==> src/rtl/rrexp_pkg.sv <==
// Shared types and constants of the range-reduced rational exponential core.
// No dependencies; every other file of the core imports this package.
package rrexp_pkg;

    localparam logic [63:0] INV_LN2_Q60 = 64'h1715_4765_2B82_FE17;
    localparam logic [31:0] LN2_Q32     = 32'hB172_17F8;
    localparam logic [63:0] HALF32      = 64'h0000_0000_8000_0000;
    localparam int          EXP_W       = 17;
    localparam int          EXP_MAX     = 65535;
    localparam int          EXP_MIN_MAG = 65536;
    localparam int          QUEUE_DEPTH = 4;

    // One reduced argument handed from the front to the back.
    typedef struct packed {
        logic [31:0]              w;
        logic                     uneg;
        logic signed [EXP_W-1:0]  expo;
    } rrexp_item_t;

    // Side data carried through the dividers.
    typedef struct packed {
        logic [31:0]              umag;
        logic                     uneg;
        logic signed [EXP_W-1:0]  expo;
    } rrexp_side_t;

endpackage

==> src/rtl/rrexp_queue.sv <==
// Short queue of reduced items between the front and the back.
// Depends on rrexp_pkg.
module rrexp_queue import rrexp_pkg::*; (
    input  logic        aclk,
    input  logic        aresetn,
    input  logic        push,
    input  rrexp_item_t push_item,
    input  logic        pop,
    output rrexp_item_t pop_item,
    output logic        full,
    output logic        empty
);
    localparam int AW = $clog2(QUEUE_DEPTH);

    rrexp_item_t      mem [QUEUE_DEPTH];
    logic [AW-1:0]    wp_reg, rp_reg;
    logic [AW:0]      cnt_reg;

    assign full     = cnt_reg == (AW+1)'(QUEUE_DEPTH);
    assign empty    = cnt_reg == '0;
    assign pop_item = mem[rp_reg];

    always_ff @(posedge aclk) begin
        if (!aresetn) begin
            wp_reg  <= '0;
            rp_reg  <= '0;
            cnt_reg <= '0;
        end else begin
            if (push) wp_reg <= wp_reg + 1'b1;
            if (pop)  rp_reg <= rp_reg + 1'b1;
            cnt_reg <= cnt_reg + (AW+1)'(push) - (AW+1)'(pop);
        end
    end

    always_ff @(posedge aclk) begin
        if (push) mem[wp_reg] <= push_item;
    end

    a_no_overflow: assert property (@(posedge aclk) disable iff (!aresetn)
        full |-> !push) else $error("push into full queue");
    a_no_underflow: assert property (@(posedge aclk) disable iff (!aresetn)
        empty |-> !pop) else $error("pop from empty queue");
    a_count: assert property (@(posedge aclk) disable iff (!aresetn)
        (push && !pop) |=> (cnt_reg == $past(cnt_reg) + 1'b1))
        else $error("queue count did not follow push");
endmodule

==> config.mk <==
export PLATFORM = sky130hd
export DESIGN_NAME = rrexp_queue
export DESIGN_NICKNAME = d
export VERILOG_FILES = /design/src/rtl/rrexp_pkg.sv /design/src/rtl/rrexp_queue.sv
export SDC_FILE = /design/constraint.sdc
export NUM_CORES = 1
export LEC_CHECK = 0
export CORE_ASPECT_RATIO = 2
export CORE_MARGIN = 2
export CORE_UTILIZATION = 60
export CTS_BUF_LIST = sky130_fd_sc_hd__clkbuf_8
export DETAILED_ROUTE_END_ITERATION = 7
export DONT_BUFFER_PORTS = 1
export GPL_ROUTABILITY_DRIVEN = 1
export PLACE_DENSITY = 0.86
export SYNTH_ARGS = -nofsm -noshare
export SYNTH_HDL_FRONTEND = slang
export SYNTH_SLANG_ARGS = --single-unit
==> constraint.sdc <==
create_clock -name aclk -period 4.76 [get_ports aclk]
set_input_delay 0.238 -clock aclk [delete_from_list [all_inputs] [get_ports aclk]]
set_output_delay 0.238 -clock aclk [all_outputs]
set_load 0.005 [all_outputs]
* After elaboration in Yosys (flattened, before gate mapping) *
Memory sizes are Yosys's and may differ from the RTL's. A register that Yosys moved wholly into a read port is not among the register bits.
Cells that the tools add are included.

operators by class
  $add $sub $neg = 4
  multiply operators = 0
  div/mod/pow operators = 0
  magnitude comparators = 0
  equality and inequality tests = 1
  shifts and indexed selects = 0
  muxes and demuxes = 4
  bitwise operators = 0
  reductions and logical operators = 1

operator list
  cell                   number
  $add A2 B1 Y2 const B  2
  $mux W2                2
  $add A3 B1 Y3          1
  $eq A3 B3 Y1 const B   1
  $logic_not A3 Y1       1
  $sub A3 B1 Y3          1
  $mux W1                2

word-level totals
  flip-flop bits (word level) = 7
  bits in latches = 0
  memory bits (writable) = 200
  memory bits (read-only) = 0
  bits of input ports = 54
  memories kept = 1

memory list
  memory  depth  width  read ports  clocked after memory_dff  write ports  RTL line           text
  mem     4      50     1           1                         1            rrexp_queue.sv:15  rrexp_item_t mem [QUEUE_DEPTH];

* Depth between registers and ports, before layout *
  depth after elaboration = 3
  gate-level depth with buffers = 7

* Worst setup path after synthesis *
No wires, ideal clock.

  path type = register -> register
  start point = register wp_reg[0]
  end point = memory mem[2][0] (netlist name) (enable)
  setup time = 0.413 ns
  data arrival time = 1.734 ns
  required time = 4.347 ns
  setup slack = 2.613 ns
  cell stages (with the launch flop) = 4
  period minus slack after synthesis = 2.147 ns
  cell sequence = dfxtp_1 -> inv_1 -> ha_1 -> and2_1

RTL lines
  what                    RTL line           text
  from (decl)             rrexp_queue.sv:16  logic [AW-1:0] wp_reg, rp_reg;
  from (signal assigned)  rrexp_queue.sv:29  if (push) wp_reg <= wp_reg + 1'b1;
  to (decl)               rrexp_queue.sv:15

Straight into the memory's write port.

==> impl_results.md <==
* Post-synth top cells: 200 x edfxtp_1, 50 x mux4_2, 9 x dfxtp_1
* Count of input and output buffers at 0
* Layout cells sized above 1 at 0.235
* Leakage at 2.83 nW
* RR Startpoint: cnt_reg[0]$_SDFF_PN0_
* CP Buf/Inv Count at 0
* GRT Residual Overflow at 0
* Mapped cell area at 7710 um2
* Normalized max-slew margin at 0.327
* P&R area growth vs syn at 13.9%
* CP delay by family, top: flip-flops
* RSZ-0062 raised after global routing: false
* Crit. End Element: output pin
* Synthesized Nets at 366
* Crit. path cell count at 1
* Clk slew on worst S/H paths at 70 ps
* Root Buffer: clkbuf_8
* Crit-path cells: mux4_2
* Worst hold path type: in -> reg
* Yosys warning count at 0
* Slowest CP cell: dfxtp_4
* Postcts setup bufs at 0
* Die H at 164 um
* Register-to-Register Path Depth at 7
* Area share of the largest cell type after synthesis at 0.778
* Sink Count at 209
* Synth Area in Compound Gates at 0.00195
* CTS buffer count at 26
* Slew @ Worst Pin at 1010 ps
* NumNets Final at 441
* DR pass1 iterations at 4
* Worst setup SP type: register
* R2r setup slk at 2930 ps
* CP Data Arrival Time at 2210 ps
* Mux share of post-synthesis cell area at 0.147
* Post-synthesis xor/xnor area fraction at 0.00535
* Via count at 3240
* Post-route antenna net violation count at 0
* Worst vdd ir at 312 uV
* Clock Skews at 14.1 ps
* Starting density of the core at 0.615
* Top cells by area, synth: edfxtp_1 78%, mux4_2 15%, dfxtp_1 2.3%
* DRT iter0 DRCs at 131
* Full die area at 13800 um2
* Final Util at 0.700
* Biggest area consumer among synthesized cells: edfxtp_1
* Worst stage delay on the critical path at 1010 ps
* CP Max Fanout at 50
* I/O pin count at 106
* Number of enable flip-flop cells after synthesis at 200
* Clock Latency Late Sink at 520 ps
* Routability-driven placement congestion ratio at 0.691
* Count leader, synth: edfxtp_1
* Final Hold Viols at 0
* Seq/Total Area, Yosys at 0.802
* Setup CP Type: reg -> out
* Cells resized by post-CTS repair at 0
* Via/cell ratio at 5.93
* Tmin final at 2450 ps
* Cell Count, Final, Fillers Out at 546
* Largest family of logic cells by synthesized area: multiplexers
* Synth unique cells at 20
* Setup TNS at 0 ps
* Max Cap Viol at 0
* ANT cells at 0
* DRC errors left at 0
* Initial antenna violation count at 0
* First-pass GRT wire length at 19800 um
* Async SR Flop Fraction at 0
* Yosys reg bits at 209
* Largest net degree at the start of global routing at 51
* Core ar. at 12600 um2
* Worst Setup EP: pop_item[41]
* Post-synthesis adder-cell area fraction at 0.0123
* Row cnt at 58
* Synth Area in Simple Gates at 0.00973
* # setup viols final at 0
* Vias in the first global route at 3623
* CTS tree: built
* Tcrit/Tclk final at 0.514
* CP required at 4520 ps
* Cell count after synthesis at 305
* Post-synthesis average cell area at 25.3 um2
* Placed Instances at 448
* Buffer depth of the longest clock path at 3
* Achievable Freq at 409 MHz
* DIE WIDTH at 84.2 um
* Final WL at 12800 um
* Status: finished, final reports clean
* Post-CTS Hold Fix Bufs at 54
* Top_reg_cell synth: edfxtp_1
* Reg-to-Reg End: cnt_reg[2]$_SDFF_PN0_
* Pwr dens at 405 nW/um2
* GRT Total Usage at 0.189
* H-tree depth at 1
* Routed len/inst at 23.5 um
* Max-slew violation count at 0
* Max reg flops at 200
## how the worst min path moves through the flow
stage | from | end | slack, ps | depth (start not counted)
after global routing | push | cnt_reg[1]$_SDFF_PN0_ | 220 | 3
after global placement | push_item[46] | mem[3][46]$_DFFE_PP_ | 340 | 0
final | push | cnt_reg[1]$_SDFF_PN0_ | 210 | 3
after CTS | push | cnt_reg[1]$_SDFF_PN0_ | 180 | 3
after floorplan | push_item[0] | mem[0][0]$_DFFE_PP_ | 340 | 0
after detailed placement | push_item[30] | mem[0][30]$_DFFE_PP_ | 340 | 0
## metrics by stage
step	hold slack, ps	total power [mW]	cell area, um2	worst slack [ps]
after floorplan	337	2.41	7710	2610
after global placement	337	2.44	7810	2770
after detailed placement	337	2.45	7810	2760
after CTS	183	3.60	8790	2200
after global routing	216	3.70	8790	2120
final	211	3.56	8790	2310
## final cells by class
class / count / area, um2
Clock inverter: 17 / 68.8
Timing Repair Buffer: 59 / 578
Tap cell: 150 / 188
Clock buffer: 27 / 372
Multi-Input combinational cell: 77 / 1370
Sequential cell: 209 / 6190
Fill cell: 745 / 3760
Inverter: 7 / 26.3
## where the power goes
part / internal (mW) / leakage, nW / total (mW) / switching (mW)
combinational: 0.157 / 0.668 / 0.299 / 0.142
sequential: 2.11 / 1.91 / 2.16 / 0.0505
clock: 0.522 / 0.253 / 1.10 / 0.577
## routing by layer
layer / track usage / wire length, um / vias up
met3: 0.0387 / 672 / 19
met2: 0.356 / 7440 / 92
met1: 0.213 / 4510 / 1702
met5: 0 / 0 / -
li1: - / - / 1427
met4: 0.0572 / 199 / 0
## cell families (layout without fill, tap and decap cells)
group / Yosys count / count (layout)
flip-flops: 209 / 209
multiplexers: 51 / 51
buffers and inverters: 19 / 110
AND/OR/NAND/NOR: 14 / 14
adder cells (fa/ha/maj): 7 / 7
XOR/XNOR: 3 / 3
AO/OA/AOI/OAI: 2 / 2
## layout by cell type (no fill, tap or decap), drive strengths merged, types with 2 or more instances in the layout
master,n
edfxtp,200
dlygate4sd3,54
mux4,50
clkbuf,27
inv,13
clkinv,11
dfxtp,9
ha,6
and2,6
nor2,5
buf,5
xnor2,2
(Power assumes the default switching activity.)
