--- src/rtl/rrexp_pkg.sv ---
// Shared types and constants of the range-reduced rational exponential core.
// No dependencies; every other file of the core imports this package.
package rrexp_pkg;

    localparam logic [63:0] INV_LN2_Q60 = 64'h1715_4765_2B82_FE17;
    localparam logic [31:0] LN2_Q32     = 32'hB172_17F8;
    localparam logic [63:0] HALF32      = 64'h0000_0000_8000_0000;
    localparam int          EXP_W       = 17;
    localparam int          EXP_MAX     = 65535;
    localparam int          EXP_MIN_MAG = 65536;
    localparam int          QUEUE_DEPTH = 4;

    // One reduced argument handed from the front to the back.
    typedef struct packed {
        logic [31:0]              w;
        logic                     uneg;
        logic signed [EXP_W-1:0]  expo;
    } rrexp_item_t;

    // Side data carried through the dividers.
    typedef struct packed {
        logic [31:0]              umag;
        logic                     uneg;
        logic signed [EXP_W-1:0]  expo;
    } rrexp_side_t;

endpackage

--- src/rtl/rrexp_front.sv ---
// Front part: accepts arguments, takes magnitude, multiplies by 1/ln2 and
// splits into exponent and remainder. Depends on rrexp_pkg.
module rrexp_front import rrexp_pkg::*; #(
    parameter int ARG_FRAC_BITS = 16
) (
    input  logic        aclk,
    input  logic        aresetn,
    input  logic        s_valid,
    output logic        s_ready,
    input  logic [31:0] s_arg_fixed,
    output logic        push,
    input  logic        q_full,
    output rrexp_item_t push_item
);
    localparam int ZF = ARG_FRAC_BITS + 30;
    localparam int WS = ZF - 32;
    localparam logic [33:0] CHI = 34'(INV_LN2_Q60 >> 30);
    localparam logic [29:0] CLO = INV_LN2_Q60[29:0];

    logic        en;
    logic [4:0]  v_reg;
    logic [31:0] a_reg;
    logic [3:0]  neg_reg;
    logic [63:0] phi_reg, plo_reg, zmag_reg, mmag_reg, rmag_reg;
    logic        rneg_reg;
    rrexp_item_t item_reg;
    logic [63:0] mmag_c, base_c, wr_c;
    logic signed [EXP_W-1:0] e_c;

    assign en      = !(v_reg[4] && q_full);
    assign s_ready = en;
    assign push    = v_reg[4] && !q_full;
    assign push_item = item_reg;

    always_comb begin
        mmag_c = (zmag_reg + (64'd1 << (ZF - 1))) >> ZF;
        base_c = mmag_c << ZF;
        wr_c   = (rmag_reg + (64'd1 << (WS - 1))) >> WS;
        if (neg_reg[3]) begin
            e_c = (mmag_reg > 64'(EXP_MIN_MAG)) ? -EXP_W'(EXP_MIN_MAG)
                                                : -EXP_W'(mmag_reg);
        end else begin
            e_c = (mmag_reg > 64'(EXP_MAX)) ? EXP_W'(EXP_MAX) : EXP_W'(mmag_reg);
        end
    end

    always_ff @(posedge aclk) begin
        if (!aresetn) begin
            v_reg <= '0;
        end else if (en) begin
            v_reg <= {v_reg[3:0], s_valid};
        end
    end

    always_ff @(posedge aclk) begin
        if (en) begin
            a_reg    <= s_arg_fixed[31] ? (32'd0 - s_arg_fixed) : s_arg_fixed;
            neg_reg  <= {neg_reg[2:0], s_arg_fixed[31]};
            phi_reg  <= 64'(a_reg) * 64'(CHI);
            plo_reg  <= 64'(a_reg) * 64'(CLO);
            zmag_reg <= phi_reg + (plo_reg >> 30);
            mmag_reg <= mmag_c;
            if (base_c >= zmag_reg) begin
                rmag_reg <= base_c - zmag_reg;
                rneg_reg <= 1'b1;
            end else begin
                rmag_reg <= zmag_reg - base_c;
                rneg_reg <= 1'b0;
            end
            item_reg.w    <= wr_c[31:0];
            item_reg.uneg <= neg_reg[3] ^ rneg_reg;
            item_reg.expo <= e_c;
        end
    end
endmodule

--- config.mk ---
export PLATFORM = sky130hd
export DESIGN_NAME = rrexp_front
export DESIGN_NICKNAME = d
export VERILOG_FILES = /design/src/rtl/rrexp_pkg.sv /design/src/rtl/rrexp_front.sv
export SDC_FILE = /design/constraint.sdc
export NUM_CORES = 2
export LEC_CHECK = 0
export BUFFER_PORTS_ARGS = -buffer_cell sky130_fd_sc_hd__buf_2
export CAP_MARGIN = 20
export CORE_ASPECT_RATIO = 0.9
export CORE_UTILIZATION = 52
export CTS_CLUSTER_DIAMETER = 200
export CTS_CLUSTER_SIZE = 30
export DETAILED_ROUTE_END_ITERATION = 12
export PLACE_DENSITY = 0.73
export SYNTH_ARGS = -nofsm -noshare
export SYNTH_HDL_FRONTEND = slang
export SYNTH_SLANG_ARGS = --single-unit
--- constraint.sdc ---
create_clock -name aclk -period 12.9 [get_ports aclk]
set_input_delay 0.645 -clock aclk [delete_from_list [all_inputs] [get_ports aclk]]
set_output_delay 0.645 -clock aclk [all_outputs]
set_load 0.05 [all_outputs]
After elaboration in Yosys (flattened, before gate mapping)
Cells that the tools add are included.
{"block": "totals", "register_bits": 343, "inputBits": 36, "word_cells": 36}
{"block": "classes", "addsub": 7, "n_mul": 2, "order_cmp": 3, "mux": 6, "n_bitwise": 1, "reduce_logical": 4}
{"operator": "$add A63 B32 Y64", "count": 1}
{"operator": "$add A64 B46 Y64 const B", "count": 1}
{"operator": "$ge A64 B64 Y1", "count": 1}
{"operator": "$mul A32 B30 Y62 const B", "count": 1}
{"operator": "$mul A32 B29 Y61 const B", "count": 1}
{"operator": "$mux W17", "count": 3}
{"operator": "$add A46 B14 Y46 const B", "count": 1}
{"operator": "$mux W46", "count": 1}
{"operator": "$sub A1 B46 Y46 const A", "count": 1}
{"operator": "$sub A46 B1 Y46 const B", "count": 1}
{"operator": "$sub A1 B32 Y32 const A", "count": 1}
{"operator": "$mux W31", "count": 1}
{"operator": "$gt A18 B16 Y1 const B", "count": 1}
{"operator": "$gt A18 B17 Y1 const B", "count": 1}
{"operator": "$neg A17 Y17", "count": 1}
{"operator": "$logic_and A1 B1 Y1", "count": 2}
{"operator": "$logic_not A1 Y1", "count": 2}
{"operator": "$mux W1", "count": 1}
{"operator": "$xor A1 B1 Y1", "count": 1}

Depth between registers and ports, before layout
{"block": "depth", "depth_word": 3, "ltp_mapped": 27}

Worst setup path before layout
Ideal clock, no wire load.
{"block": "synth_path", "kind": "input-to-reg", "startpoint": "in q_full", "endpoint": "reg a_reg[0], enable pin", "setup_ns": 2.357, "arrival_ns": 5.738, "t_required_ns": 10.543, "path_slack_ns": 4.806, "path_stages": 1, "cell_sequence": "nand2_1"}
{"block": "synth_via", "elab_chain_len": 1}
{"element": "from (decl)", "line": "rrexp_front.sv:12", "source": "input logic q_full,"}
{"element": "$logic_and A1 B1 Y1", "line": "rrexp_front.sv:30", "source": "assign en = !(v_reg[4] && q_full);"}
{"element": "to (signal assigned)", "line": "rrexp_front.sv:57", "source": "a_reg <= s_arg_fixed[31] ? (32'd0 - s_arg_fixed) : s_arg_fixed;"}
{"element": "to (decl)", "line": "rrexp_front.sv:22", "source": "logic [31:0] a_reg;"}
Every way passes these cells.
A chain may end at the register's enable or synchronous reset.

Worst setup path in the final report
{"block": "layout_path", "startpoint": "reg a_reg[14]", "endpoint": "reg plo_reg[55] (data pin)"}
{"block": "layout_via", "elab_chain_len": 1}
{"element": "$mul A32 B30 Y62", "line": "rrexp_front.sv:60", "source": "plo_reg <= 64'(a_reg) * 64'(CLO);"}
{"element": "to (signal assigned)", "line": "rrexp_front.sv:60"}
{"element": "to (decl)", "line": "rrexp_front.sv:24", "source": "logic [63:0] phi_reg, plo_reg, zmag_reg, mmag_reg, rmag_reg;"}
Every way passes these cells.

==> results.md <==
- First-pass GRT wire length: 182 mm
- Seq/Total Area, Yosys: 20.0%
- # DRC: 0
- Die area: 87300 um2
- Synth cell types: 66
- Routed Antenna Nets: 0
- CP max-delay cell: fa_1
- Fmax: 110 MHz
- Core region area: 84800 um2
- Skew-Pair Late Insertion Delay: 0.55 ns
- Post_cts resized: 0
- Syn. warnings: 0
- RSZ-0062 raised after global routing: no
- Clock sink count: 300
- Multi-input logic area: 31500 um2
- Top Ports: 88
- Critical path required time: 13.17 ns
- FF-to-FF End: plo_reg[55]
- Critical Path End Type: register
- Initial core utilization: 52.8%
- Gr ovfl total: 0
- CTS tree: done
- GRT Total Usage: 28.1%
- Hold path startpoint: s_arg_fixed[0]
- Site row count: 101
- Final hold viol count: 0
- DRT iter0 DRCs: 2459
- Hold depth: 1
- Largest net degree at the start of global routing: 84
- Max-slew headroom: 29.4%
- Post-synthesis async set-or-reset flop share: 0%
- 1st-pass router iterations: 5
- Worst-path clk slew: 0.11 ns
- P&R area growth vs syn: 5.20%
- Final GP Congestion: 1.08
- Critical Path Max Stage Delay: 0.88 ns
- Vias per inst: 5.46
- Worst setup path class: register to register
- Most numerous cell on the critical path: fa_1
- Synthesized area: 44800 um2
- Crit path launch type: register
- Setup bufs post-CTS: 0
- HPWL after DPL: 105 mm
- Setup TNS: 0 ns
- Outcome: finished, final reports clean
- Most frequent cells in the layout: 1101 x inv_1, 761 x ha_1, 682 x fa_1, 295 x edfxtp_1, 190 x xnor2_1
- Nets: 5756
- Number of flops mapped to enable cells by yosys: 295
- Dominant synthesized flop cell: edfxtp_1
- Die width: 311 um
- Number of port buffers: 87
- Sink of the worst hold path: a_reg[0]
- Total wire length: 120 mm
- Min Tclk post-route: 9.13 ns
- CTS Root Cell: clkbuf_16
- Largest register FFs: 64
- Slew Viols, Final: 0
- Most used routing layer: met2
- Hold buffers post-CTS: 0
- Worst Path Arrival: 9.41 ns
- Layout Cells excl Fill: 5415
- Met3 track demand over resource: 9.08%
- Cell count after synthesis: 4187
- Reg-to-reg critical path startpoint: a_reg[14]
- Reg area: 8960 um2
- Number of fill cells: 7288
- Max-Cap Viols: 0
- Clk_skew: 0.0447 ns
- Max Fanout on Critical Path: 10
- HP Class: input port to register
- Vias in the first global route: 30300
- Syn_area_per_cell: 10.7 um2
- Clock Tree Buf Depth: 3
- Die Y: 280 um
- Reg2reg path depth: 26
- Syn nets: 5666
- Vias: 29600
- Final period utilization: 70.8%
- Num CTS Buffers: 14
- Commonest non-fill, non-tap cell in the layout: inv_1
- Initial antenna violation count: 7
- Endpoints failing setup: 0
- GR met1 Demand/Resource: 39.0%
- R2R Setup Slk: 3.77 ns
- Grt met2 use: 42.5%
- Layout cell share with drive strength beyond 1: 3.74%
- Cell count after placement: 5392
- Drt wl/cell: 22.2 um
- Slew @ Worst Pin: 1.06 ns
- H-Tree Level Count: 1
- FF+latch count, synth: 300
## area by class of cell
| type | count | area share (%) |
|---|---|---|
| antenna | 1 | 0.00531 |
| clock buffer | 17 | 0.813 |
| clock inverter | 3 | 0.0744 |
| inverter | 1101 | 8.78 |
| multi-input combinational | 2747 | 66.9 |
| sequential | 300 | 19.0 |
| tap | 1133 | 3.01 |
| timing repair buffer | 113 | 1.38 |
## Yosys cell counts (36+ instances only)
| cell type | number | area, um2 |
|---|---|---|
| and3_1 | 41 | 257 |
| a21o_1 | 67 | 503 |
| inv_1 | 1101 | 4130 |
| nor2_1 | 100 | 375 |
| o21ai_0 | 92 | 460 |
| clkbuf_1 | 36 | 135 |
| ha_1 | 761 | 9520 |
| a21oi_1 | 131 | 656 |
| nand3_1 | 66 | 330 |
| fa_1 | 682 | 13700 |
| edfxtp_1 | 295 | 8860 |
| xnor2_1 | 190 | 1660 |
| nand2_1 | 152 | 571 |
| xor2_1 | 77 | 674 |
## kinds of logic after synthesis
| kind of cell | after synthesis | share of synthesized area, % |
|---|---|---|
| DFF | 300 | 20.0 |
| AOI/OAI and AO/OA | 485 | 7.08 |
| xor gates and xnor gates | 267 | 5.22 |
| buffers and inverters | 1140 | 9.61 |
| muxes | 9 | 0.204 |
| and+or+nand+nor | 543 | 6.10 |
| adders and majority gates | 1443 | 51.8 |
## stage by stage
stage	instance area, um2	hold WS, ns	utilization, %	setup slack, ns
after floorplan	44800	0.400	-	4.81
after global placement	46600	0.404	55.0	4.11
after detailed placement	46600	0.406	55.0	4.01
after CTS	47100	0.316	55.5	3.97
after global routing	47100	0.337	55.5	3.35
final	47100	0.333	55.5	3.77
## how the worst max path moves through the flow
| stage | start | to | cells after the start | slack [ns] |
|---|---|---|---|---|
| global placement | a_reg[14] | plo_reg[55] | 26 | 4.11 |
| floorplan | q_full | a_reg[0] | 1 | 4.81 |
| detailed placement | a_reg[13] | plo_reg[55] | 23 | 4.01 |
| global route | a_reg[13] | plo_reg[55] | 26 | 3.35 |
| CTS | a_reg[13] | plo_reg[55] | 23 | 3.97 |
| finish | a_reg[14] | plo_reg[55] | 26 | 3.77 |
## critical path, delay by kind of cell (launching register included)
kind,cells,cell delay [ns]
adder cells (fa/ha/maj),9,4.53
AO/OA/AOI/OAI,6,1.81
buffers and inverters,6,0.84
flip-flops,1,0.83
AND/OR/NAND/NOR,3,0.55
XOR/XNOR,2,0.29
## metal layers
metal / vias to the layer above / routed length (um)
met5: - / 57
met1: 14600 / 51900
met3: 184 / 13000
li1: 13700 / -
met2: 1090 / 51700
met4: 8 / 3340
Power is not shown: default switching activity piles up to over one toggle a cycle in this logic, so the estimate is an artifact.
